## src/jxhdp_pkg.sv

```systemverilog
// ----------------------------------------------------------------------------
// jxhdp_pkg
// Shared types and constants of the image header dimension parser.
// ----------------------------------------------------------------------------
package jxhdp_pkg;

  // "WMPHOTO", the seven bytes in front of the terminating zero byte
  localparam logic [55:0] MAGIC_WORD = 56'h574D50484F544F;

  localparam int unsigned OFF_W = 5;

  // header offsets counted from the first magic byte
  localparam logic [OFF_W-1:0] MAGIC_LAST   = 5'd7;
  localparam logic [OFF_W-1:0] OFF_FORM     = 5'd10;
  localparam logic [OFF_W-1:0] OFF_WIDTH    = 5'd12;
  localparam logic [OFF_W-1:0] OFF_HEIGHT_S = 5'd14;
  localparam logic [OFF_W-1:0] OFF_HEIGHT_L = 5'd16;
  localparam logic [OFF_W-1:0] END_S        = 5'd15;
  localparam logic [OFF_W-1:0] END_L        = 5'd19;

  // bit of the form byte that selects the short header
  localparam int unsigned FORM_BIT = 7;

  typedef enum logic [1:0] {
    STATUS_FOUND     = 2'd0,
    STATUS_NOT_FOUND = 2'd1,
    STATUS_TRUNCATED = 2'd2
  } status_e;

  typedef enum logic [2:0] {
    PH_SEARCH = 3'b001,
    PH_HEADER = 3'b010,
    PH_IGNORE = 3'b100
  } phase_e;

  typedef struct packed {
    status_e     status;
    logic [32:0] image_width;
    logic [32:0] image_height;
  } result_t;

endpackage

```

## src/jxhdp_if.sv

```systemverilog
// ----------------------------------------------------------------------------
// jxhdp byte and result channels
// Valid/ready channels carrying input bytes and dimension results.
// ----------------------------------------------------------------------------
interface jxhdp_byte_if;
  logic       valid;
  logic       ready;
  logic [7:0] data_byte;
  logic       is_last;

  modport source (output valid, output data_byte, output is_last, input ready);
  modport sink   (input valid, input data_byte, input is_last, output ready);
endinterface

interface jxhdp_result_if;
  logic        valid;
  logic        ready;
  logic [1:0]  status;
  logic [32:0] image_width;
  logic [32:0] image_height;

  modport source (output valid, output status, output image_width,
                  output image_height, input ready);
  modport sink   (input valid, input status, input image_width,
                  input image_height, output ready);
endinterface

```

## src/jxhdp_parser.sv

```systemverilog
// ----------------------------------------------------------------------------
// jxhdp_parser
// Per-byte magic search and header field assembly; one word per cycle in which step_valid_i is high.
// ----------------------------------------------------------------------------
module jxhdp_parser (
  input  logic              clk_i,
  input  logic              rst_ni,
  input  logic              step_valid_i,
  input  logic [7:0]        data_byte_i,
  input  logic              is_last_i,
  output logic              res_valid_o,
  output jxhdp_pkg::result_t res_o
);

  logic [55:0]                 recent_q, recent_d;
  jxhdp_pkg::phase_e           phase_q, phase_d;
  logic [jxhdp_pkg::OFF_W-1:0] offset_q, offset_d;
  logic                        short_q, short_d;
  logic [31:0]                 width_q, width_d;
  logic [31:0]                 height_q, height_d;

  logic [jxhdp_pkg::OFF_W-1:0] off;
  logic [jxhdp_pkg::OFF_W-1:0] h_start;
  logic [jxhdp_pkg::OFF_W-1:0] h_end;
  logic                        magic_hit;

  // header position of the current word and field windows
  assign off       = offset_q + 5'd1;
  assign h_start   = short_q ? jxhdp_pkg::OFF_HEIGHT_S : jxhdp_pkg::OFF_HEIGHT_L;
  assign h_end     = short_q ? jxhdp_pkg::END_S : jxhdp_pkg::END_L;
  assign magic_hit = (data_byte_i == 8'd0) && (recent_q == jxhdp_pkg::MAGIC_WORD);

  // next state and result
  always_comb begin
    recent_d    = recent_q;
    phase_d     = phase_q;
    offset_d    = offset_q;
    short_d     = short_q;
    width_d     = width_q;
    height_d    = height_q;
    res_valid_o = 1'b0;
    res_o       = '{status: jxhdp_pkg::STATUS_NOT_FOUND,
                    image_width: 33'd0, image_height: 33'd0};
    if (step_valid_i) begin
      case (phase_q)
        jxhdp_pkg::PH_SEARCH: begin
          if (magic_hit && !is_last_i) begin
            phase_d  = jxhdp_pkg::PH_HEADER;
            offset_d = jxhdp_pkg::MAGIC_LAST;
          end
          recent_d = {recent_q[47:0], data_byte_i};
          if (is_last_i) begin
            res_valid_o  = 1'b1;
            res_o.status = jxhdp_pkg::STATUS_NOT_FOUND;
          end
        end
        jxhdp_pkg::PH_HEADER: begin
          offset_d = off;
          if (off == jxhdp_pkg::OFF_FORM) begin
            short_d = data_byte_i[jxhdp_pkg::FORM_BIT];
          end
          if (off >= jxhdp_pkg::OFF_WIDTH && off < h_start) begin
            width_d = {width_q[23:0], data_byte_i};
          end
          if (off >= h_start && off <= h_end) begin
            height_d = {height_q[23:0], data_byte_i};
          end
          if (off == h_end) begin
            res_valid_o        = 1'b1;
            res_o.status       = jxhdp_pkg::STATUS_FOUND;
            res_o.image_width  = {1'b0, width_d} + 33'd1;
            res_o.image_height = {1'b0, height_d} + 33'd1;
            phase_d            = jxhdp_pkg::PH_IGNORE;
          end else if (is_last_i) begin
            res_valid_o  = 1'b1;
            res_o.status = jxhdp_pkg::STATUS_TRUNCATED;
          end
        end
        jxhdp_pkg::PH_IGNORE: begin
          phase_d = jxhdp_pkg::PH_IGNORE;
        end
        default: begin
          phase_d = jxhdp_pkg::PH_SEARCH;
        end
      endcase
      // buffer boundary returns everything to the idle search
      if (is_last_i) begin
        recent_d = '0;
        phase_d  = jxhdp_pkg::PH_SEARCH;
        offset_d = '0;
        short_d  = 1'b0;
        width_d  = '0;
        height_d = '0;
      end
    end
  end

  // state registers
  always_ff @(posedge clk_i or negedge rst_ni) begin
    if (!rst_ni) begin
      recent_q <= '0;
      phase_q  <= jxhdp_pkg::PH_SEARCH;
      offset_q <= '0;
      short_q  <= 1'b0;
      width_q  <= '0;
      height_q <= '0;
    end else begin
      recent_q <= recent_d;
      phase_q  <= phase_d;
      offset_q <= offset_d;
      short_q  <= short_d;
      width_q  <= width_d;
      height_q <= height_d;
    end
  end

  // found results only come out of the header phase
  assert property (@(posedge clk_i) disable iff (!rst_ni)
    res_valid_o && res_o.status == jxhdp_pkg::STATUS_FOUND |-> phase_q == jxhdp_pkg::PH_HEADER)
    else $error("found result outside header phase");

  // a last mark always returns to a clean search
  assert property (@(posedge clk_i) disable iff (!rst_ni)
    step_valid_i && is_last_i |=> phase_q == jxhdp_pkg::PH_SEARCH && offset_q == '0
      && width_q == '0 && height_q == '0)
    else $error("state not cleared at buffer end");

  // no second result for a buffer once dimensions were given
  assert property (@(posedge clk_i) disable iff (!rst_ni)
    step_valid_i && phase_q == jxhdp_pkg::PH_IGNORE |-> !res_valid_o)
    else $error("result while ignoring");

  // failed searches report zero dimensions
  assert property (@(posedge clk_i) disable iff (!rst_ni)
    res_valid_o && res_o.status != jxhdp_pkg::STATUS_FOUND
      |-> res_o.image_width == 33'd0 && res_o.image_height == 33'd0)
    else $error("nonzero dimensions on failure");

  // header offset stays within the long header
  assert property (@(posedge clk_i) disable iff (!rst_ni)
    phase_q == jxhdp_pkg::PH_HEADER |-> offset_q >= jxhdp_pkg::MAGIC_LAST
      && offset_q < jxhdp_pkg::END_L)
    else $error("header offset out of range");

endmodule

```

## src/jxhdp_core.sv

```systemverilog
// ----------------------------------------------------------------------------
// jpegxr_header_dimension_parser_core
// Finds the image header in a byte stream and reports the picture size.
// ----------------------------------------------------------------------------
// Usage:
//   in_byte_i carries one buffer byte per word, is_last marking the final
//   byte of each buffer. out_result_o carries at most one word per buffer:
//   status (found, magic not found, header truncated) and the width and
//   height, each stored field plus one in 33 bits, zero unless found.
//   Throughput is one byte per cycle while the receiver keeps up; the byte
//   search and field shift is a single compare-and-shift step between the
//   input register and the result register, which takes a result word as
//   its final byte is processed. An input register and an output register
//   decouple the channels, so a byte is taken while a finished result
//   still waits. When the receiver stalls, the held byte is processed only
//   once the result register frees, and in_byte_i.ready drops once the
//   input register is also occupied. Reset empties both registers and
//   returns the parser to the magic search with all fields cleared.
// ----------------------------------------------------------------------------
module jpegxr_header_dimension_parser_core (
  input  logic               clk_i,
  input  logic               rst_ni,
  jxhdp_byte_if.sink         in_byte_i,
  jxhdp_result_if.source     out_result_o
);

  logic                in_valid_q;
  logic [7:0]          in_byte_q;
  logic                in_last_q;
  logic                out_valid_q;
  jxhdp_pkg::result_t  out_q;

  logic                out_free;
  logic                step;
  logic                res_valid;
  jxhdp_pkg::result_t  res;

  // handshake control
  assign out_free        = !out_valid_q || out_result_o.ready;
  assign step            = in_valid_q && out_free;
  assign in_byte_i.ready = !in_valid_q || out_free;

  jxhdp_parser u_parser (
    .clk_i        (clk_i),
    .rst_ni       (rst_ni),
    .step_valid_i (step),
    .data_byte_i  (in_byte_q),
    .is_last_i    (in_last_q),
    .res_valid_o  (res_valid),
    .res_o        (res)
  );

  // valid flags
  always_ff @(posedge clk_i or negedge rst_ni) begin
    if (!rst_ni) begin
      in_valid_q  <= 1'b0;
      out_valid_q <= 1'b0;
    end else begin
      if (in_byte_i.valid && in_byte_i.ready) begin
        in_valid_q <= 1'b1;
      end else if (step) begin
        in_valid_q <= 1'b0;
      end
      if (res_valid) begin
        out_valid_q <= 1'b1;
      end else if (out_result_o.ready) begin
        out_valid_q <= 1'b0;
      end
    end
  end

  // payload registers
  always_ff @(posedge clk_i) begin
    if (in_byte_i.valid && in_byte_i.ready) begin
      in_byte_q <= in_byte_i.data_byte;
      in_last_q <= in_byte_i.is_last;
    end
    if (res_valid) begin
      out_q <= res;
    end
  end

  // result channel
  assign out_result_o.valid        = out_valid_q;
  assign out_result_o.status       = out_q.status;
  assign out_result_o.image_width  = out_q.image_width;
  assign out_result_o.image_height = out_q.image_height;

endmodule

```

## src/flat_wrapper.sv

```systemverilog
// flat-port wrapper written by rule: the top's interface ports become plain ports
module jpegxr_header_dimension_parser_core_flat 
  (clk_i, rst_ni, in_byte_i_valid, in_byte_i_data_byte, in_byte_i_is_last, in_byte_i_ready, out_result_o_valid, out_result_o_status, out_result_o_image_width, out_result_o_image_height, out_result_o_ready);
  jxhdp_byte_if in_byte_i_i ();
  jxhdp_result_if out_result_o_i ();
  input  logic clk_i;
  input  logic rst_ni;
  input wire logic [$bits(in_byte_i_i.valid)-1:0] in_byte_i_valid;
  input wire logic [$bits(in_byte_i_i.data_byte)-1:0] in_byte_i_data_byte;
  input wire logic [$bits(in_byte_i_i.is_last)-1:0] in_byte_i_is_last;
  output wire logic [$bits(in_byte_i_i.ready)-1:0] in_byte_i_ready;
  output wire logic [$bits(out_result_o_i.valid)-1:0] out_result_o_valid;
  output wire logic [$bits(out_result_o_i.status)-1:0] out_result_o_status;
  output wire logic [$bits(out_result_o_i.image_width)-1:0] out_result_o_image_width;
  output wire logic [$bits(out_result_o_i.image_height)-1:0] out_result_o_image_height;
  input wire logic [$bits(out_result_o_i.ready)-1:0] out_result_o_ready;
  assign in_byte_i_i.valid = in_byte_i_valid;
  assign in_byte_i_i.data_byte = in_byte_i_data_byte;
  assign in_byte_i_i.is_last = in_byte_i_is_last;
  assign in_byte_i_ready = in_byte_i_i.ready;
  assign out_result_o_valid = out_result_o_i.valid;
  assign out_result_o_status = out_result_o_i.status;
  assign out_result_o_image_width = out_result_o_i.image_width;
  assign out_result_o_image_height = out_result_o_i.image_height;
  assign out_result_o_i.ready = out_result_o_ready;
  jpegxr_header_dimension_parser_core u_core (.clk_i(clk_i), .rst_ni(rst_ni), .in_byte_i(in_byte_i_i), .out_result_o(out_result_o_i));
endmodule
```

## config.mk

```make
export PLATFORM = sky130hd
export DESIGN_NAME = jpegxr_header_dimension_parser_core_flat
export DESIGN_NICKNAME = d
export VERILOG_FILES = /design/src/jxhdp_pkg.sv /design/src/jxhdp_if.sv /design/src/jxhdp_parser.sv /design/src/jxhdp_core.sv /design/src/flat_wrapper.sv
export SDC_FILE = /design/constraint.sdc
export NUM_CORES = 1
export LEC_CHECK = 0
export BUFFER_PORTS_ARGS = -buffer_cell sky130_fd_sc_hd__buf_2
export CAP_MARGIN = 20
export CORE_MARGIN = 2
export CORE_UTILIZATION = 40
export CTS_BUF_LIST = sky130_fd_sc_hd__clkbuf_16
export DETAILED_ROUTE_END_ITERATION = 16
export GPL_ROUTABILITY_DRIVEN = 1
export PLACE_DENSITY = 0.62
export SLEW_MARGIN = 20
export SYNTH_ARGS = -nofsm -noshare
export SYNTH_HDL_FRONTEND = slang
export SYNTH_SLANG_ARGS = --single-unit
```

## constraint.sdc

```tcl
create_clock -name clk_i -period 9.4 [get_ports clk_i]
set_input_delay 0.47 -clock clk_i [delete_from_list [all_inputs] [get_ports clk_i]]
set_output_delay 0.47 -clock clk_i [all_outputs]
set_load 0.03 [all_outputs]
```

Word level (Yosys, flattened, before mapping):

Index checks and enable logic that the tools add are counted.
W data, S select, Z words.

* bits in registers: 208
* input port bits: 13
* output and inout port bits: 70

* $lt $le $gt $ge: 4
* reductions and logical operators: 26
* add/subtract/negate cells: 3
* bitwise operators: 2
* equality and inequality tests: 8
* multiplexer cells: 34

Operator list (count)
* $mux W32: 10
* $mux W56: 2
* $add A32 B1 Y33 const B: 2
* $eq A56 B55 Y1 const B: 1
* $mux W5: 4
* $reduce_and A3 Y1: 4
* $mux W1: 11
* $pmux W5 S2: 1
* $reduce_bool A2 Y1: 5
* $mux W3: 3
* $pmux W3 S3: 1
* $logic_not A8 Y1: 1
* $logic_and A1 B1 Y1: 6
* $ne A3 B2 Y1 const B: 2
* $reduce_and A2 Y1: 3
* $add A5 B1 Y5 const B: 1
* $eq A5 B4 Y1 const B: 1
* $eq A5 B5 Y1: 1
* $ge A5 B4 Y1 const B: 1
* $ge A5 B5 Y1: 1
* $le A5 B5 Y1: 1
* $lt A5 B5 Y1: 1
* $eq A3 B1 Y1 const B: 1
* $eq A3 B2 Y1 const B: 1
* 8 further kinds: 12

Longest topological paths before layout:

* depth after elaboration: 8
* mapped depth: 19
* mapped depth without buffers: 17

Hierarchy:

From an unflattened synthesis, not the netlist that was laid out.

* cells, all modules: 993
* area total of the unflattened synthesis: 10866.7 um2

Modules (own cells, without submodules)
* jxhdp_parser: cells an instance 908, area each 8450.6 um2, times used 1, sequential area each 3229.3 um2
* jpegxr_header_dimension_parser_core: cells an instance 85, area each 2416.1 um2, times used 1, sequential area each 2362.3 um2

Worst setup path before layout:

OpenSTA, ideal clock, no wires.

* path type: register to register
* from: reg u_core.u_parser.offset_q[0] in the netlist's numbering
* to: reg u_core.out_q, in the netlist u_core.out_result_o.image_height[0] (enable)
* arrival: 6.760 ns
* path buffers: 1
* path slack: 2.042 ns
* stages on the path, launching flop included: 10
* data required time: 8.802 ns
* cells stage by stage: dfrtp_1 ha_1 xnor2_1 inv_1 ha_1 and2_1 clkbuf_1 and3_1 nand3_1 a211oi_1

* longest elaborated chain between the ends: 5

RTL lines
* start, declared: RTL line jxhdp_parser.sv:17 `logic [jxhdp_pkg::OFF_W-1:0] offset_q, offset_d;`
* start signal, assigned: RTL line jxhdp_parser.sv:110 `offset_q <= offset_d;`
* $add A5 B1 Y5: RTL line jxhdp_parser.sv:28 `assign off = offset_q + 5'd1;`
* $eq A5 B5 Y1: RTL line jxhdp_parser.sv:68 `if (off == h_end) begin`
* $mux W1: RTL line jxhdp_parser.sv:68
* $pmux W1 S2: RTL line jxhdp_parser.sv:45 `case (phase_q)`
* $mux W1: RTL line jxhdp_parser.sv:44 `if (step_valid_i) begin`
* named net u_core.res_valid: RTL line jxhdp_core.sv:35 `logic res_valid;`
* end signal, assigned: RTL line jxhdp_core.sv:79 `out_q <= res;`
* end, declared: RTL line jxhdp_core.sv:31 `jxhdp_pkg::result_t out_q;`

The timed path passes the listed nets, and every way through them passes these cells.
A chain may end at the register's enable or synchronous reset.

Worst setup path in the final report:

* from: reg u_core.u_parser.offset_q[0] in the netlist's numbering
* to: reg u_core.out_q, in the netlist u_core.out_result_o.image_width[26], data pin

* longest elaborated chain between the ends: 7
* elaborated cells on any way between the ends: 10
* classes of those cells: 2 x add/sub; 2 x order compare; 1 x eq/ne; 3 x mux; 2 x reduce/logical

RTL lines
* $add A5 B1 Y5 *: RTL line jxhdp_parser.sv:28
* $ge A5 B4 Y1 / $lt A5 B5 Y1 (equally long branches): RTL line jxhdp_parser.sv:62 `if (off >= jxhdp_pkg::OFF_WIDTH && off < h_start) begin`
* $logic_and A1 B1 Y1: RTL line jxhdp_parser.sv:62
* $mux W32: RTL line jxhdp_parser.sv:62
* $mux W32: RTL line jxhdp_parser.sv:45
* $mux W32: RTL line jxhdp_parser.sv:44
* $add A32 B1 Y33: RTL line jxhdp_parser.sv:71 `res_o.image_width = {1'b0, width_d} + 33'd1;`

Mark *: on every way between the ends. The rest lies on a longest branch, timed or not. The select of a mux whose other input is x is not followed.

==> metrics.yaml <==
viasPerCell: 5.79
status: "complete, no violations"
vias: 8037
fin_util_pct: 45.5
hpwl_um: 17800
endpoint_kind: "register"
grt_max_degree: 76
portBuffers: 82
syn_nets: 1032
fin_skew_ns: 0.0318
seqCellArea_um2: 5590
ys_seq_elements: 208
pwr-share-comb_pct: 20.2
postCtsSetupBuffers: 0
cts_buffer_depth: 3
tritoncts: "done"
grt_pass1_wl_um: 44200
area_growth_pct: 12.1
synth_area_leader_cell: "dfrtp_1"
dieArea_um2: 28600
grt.overflow.total: 0
syn_inst: 1009
drt_iter0_markers: 702
critical_path_buf_inv_count: 3
worstPathRequired_ns: 9.66
pwr_density_cell_nw_per_um2: 217
finalMaxSlewViolations: 0
ant_nets: 0
n_fill_cell: 2511
cp_cell_sequence: "ha_1, nand3_1, xor2_1, inv_1, ha_1, nor2b_1, a221oi_2, o211ai_1, buf_4, mux2_2, ha_1, nand2_1, nor3_1, buf_4, and2_1, nand4_1, xor2_1, o22ai_1"
final_nets: 1053
finalPower_mw: 2.65
cp.arrival_ns: 5.13
clock_tree.root_cell: "clkbuf_16"
fp.coreArea_um2: 26900
hold_viol_final: 0
worst_slack_ns: 4.53
antenna_found_initial: 0
die_h_um: 169
ys_async_sr_fraction_pct: 63.0
synth-edff-count: 77
critPathTopFamily: "simple AND/OR/NAND/NOR gates"
cts.clk_slew.worst_paths_ns: 0.06
cts.sinks: 208
worstSetupPathType: "register to register"
synth.top_cell.area_share_pct: 29.9
globalplace.congestion: 0.836
vdd_drop_max_uv: 129
grtUsageTotal_pct: 19.3
cts_buffers: 24
swShare_pct: 31.6
ys_top_cells_by_area: "dfrtp_1, edfxtp_1, a22o_1"
finalCritPeriodShare_pct: 51.8
syn_area_um2: 10900
hold_class: "primary input to asynchronous set/reset pin"
multi_input_area_um2: 4810
cp-start-kind: "register"
initial_utilization_pct: 40.5
cpMostUsedCell: "ha_1"
p_switching_uw: 837
cts_resized: 0
ys.flop_type: "dfrtp_1"
period_minus_slack_ns: 4.87
intPower_mw: 1.81
leakage_nw: 4.84
rsz0062_at_grt: "no"
wl_per_cell_um: 19.6
ys_seq_area_share_pct: 51.3
cts_hold_buf: 0
dr.pass1.iters: 5
tightestPinTransition_ns: 1.09
h-tree-depth: 1
cp_slowest_stage_delay_ns: 0.52
finalSetupViolations: 0
finalWirelength_um: 27300
pre_cts_slack_ns: 4.53
netlist-cell-type-count: 66
antennaDiodeCount: 0
critPathMaxFanout: 58
seq_power_share_pct: 43.6
yosysWarningCount: 0
max_cap_viol_count: 0
setup_tns_ns: 0
drc: 0
synth_area_per_cell_um2: 10.8
drive_above_1_share_pct: 15.4
std_cell_rows: 60
p_clk_share_pct: 36.2
insertion_delay_ns: 0.52
grt_pass1_vias: 7757
fmax_ghz: 0.206
die_w_um: 169
pin_count: 83
slew_headroom_pct: 27.1
cp_slowest_cell: "dfrtp_1"
layer usage:
metal	part of all wire [%]	global-route usage [%]	vias up
li1	-	-	3783
met1	48	29.1	3979
met2	44	29.1	233
met3	5.0	2.74	42
met4	2.4	4.91	0
met5	0	0	-
cell type report:
| cell class | instances | area share, % |
|---|---|---|
| clock buffers | 25 | 5.12 |
| well taps | 341 | 3.49 |
| clock inverters | 19 | 1.56 |
| flip-flops and latches | 208 | 45.8 |
| repair buffers | 93 | 4.09 |
| multi-input cells | 684 | 39.4 |
| inverters | 19 | 0.584 |
cell usage in the layout, fill, tap and decap left out, types with 11 or more instances in the layout:
cell,count
o21ai_0,17
buf_4,11
a211oi_1,36
a22o_1,119
a21oi_1,21
nor2_1,79
and3_1,16
and2_1,12
clkbuf_16,25
inv_1,22
nand2_1,50
buf_2,81
nand3_1,46
dfrtp_1,130
xnor2_1,63
nand4_1,41
xor2_1,43
edfxtp_1,77
nor3_1,23
metrics by stage:
step	instance area (um2)	hold slack, ns	cells
6_report	12200	0.0537	1389
3_3_place_gp	11400	0.484	1345
5_1_grt	12200	0.127	1389
2_1_floorplan	10900	0.174	1009
4_1_cts	12200	0.0706	1389
3_5_place_dp	11400	0.489	1345
cells by family (layout without fill, tap and decap cells):
group	count (synthesis)	in the layout	synth area share [%]
and+or+nand+nor	325	325	16.4
AOI/OAI and AO/OA	229	229	16.3
DFF	208	208	51.3
buffers and inverters	117	156	4.85
xor gates and xnor gates	106	106	8.52
muxes	14	14	1.52
adders and majority gates	10	10	1.15
flip-flops by register name, indices dropped and copies added (netlist names), 2 cells and up:
signal                            count
u_core.u_parser.recent_q             56
u_core.out_result_o.status            2
u_core.in_byte_q                      8
u_core.out_result_o.image_width      33
u_core.u_parser.height_q             32
u_core.u_parser.phase_q               3
u_core.u_parser.offset_q              5
u_core.u_parser.width_q              32
u_core.out_result_o.image_height     33
power groups by stage:
| stage | combinational, mW | sequential [mW] | clock (mW) |
|---|---|---|---|
| floorplan | 0.304 | 1.25 | 0 |
| global placement | 0.533 | 1.17 | 0 |
| detailed placement | 0.537 | 1.17 | 0 |
| CTS | 0.539 | 1.16 | 0.982 |
| global route | 0.582 | 1.17 | 1.02 |
| finish | 0.534 | 1.16 | 0.960 |
worst paths after layout:
path / end / from / cells after the start / slack, ns
min reg2reg: u_core.u_parser.recent_q[49]$_DFFE_PN0P_ / u_core.u_parser.recent_q[49]$_DFFE_PN0P_ / 1 / 0.50
min: u_core.u_parser.recent_q[21]$_DFFE_PN0P_ / rst_ni / 1 / 0.05
max reg2reg: u_core.out_result_o.image_width[26]$_SDFFCE_PN0P_ / u_core.u_parser.offset_q[0]$_DFFE_PN0P_ / 18 / 4.53
max in group asynchronous: u_core.u_parser.recent_q[49]$_DFFE_PN0P_ / rst_ni / 2 / 8.14
max: u_core.out_result_o.image_width[26]$_SDFFCE_PN0P_ / u_core.u_parser.offset_q[0]$_DFFE_PN0P_ / 18 / 4.53
min in group clk_i: u_core.in_byte_q[7]$_DFFE_PP_ / in_byte_i_data_byte[7] / 1 / 0.14
synthesized netlist by cell type (16+ instances only):
library cell,count
a211oi_1,37
a21oi_1,21
a22o_1,119
and3_1,16
buf_2,30
clkbuf_1,52
dfrtp_1,130
edfxtp_1,77
inv_1,19
nand2_1,50
nand3_1,46
nand4_1,41
nor2_1,82
nor3_1,23
o21ai_0,18
xnor2_1,63
xor2_1,43
No activity file was read; power rests on OpenSTA's default activity.
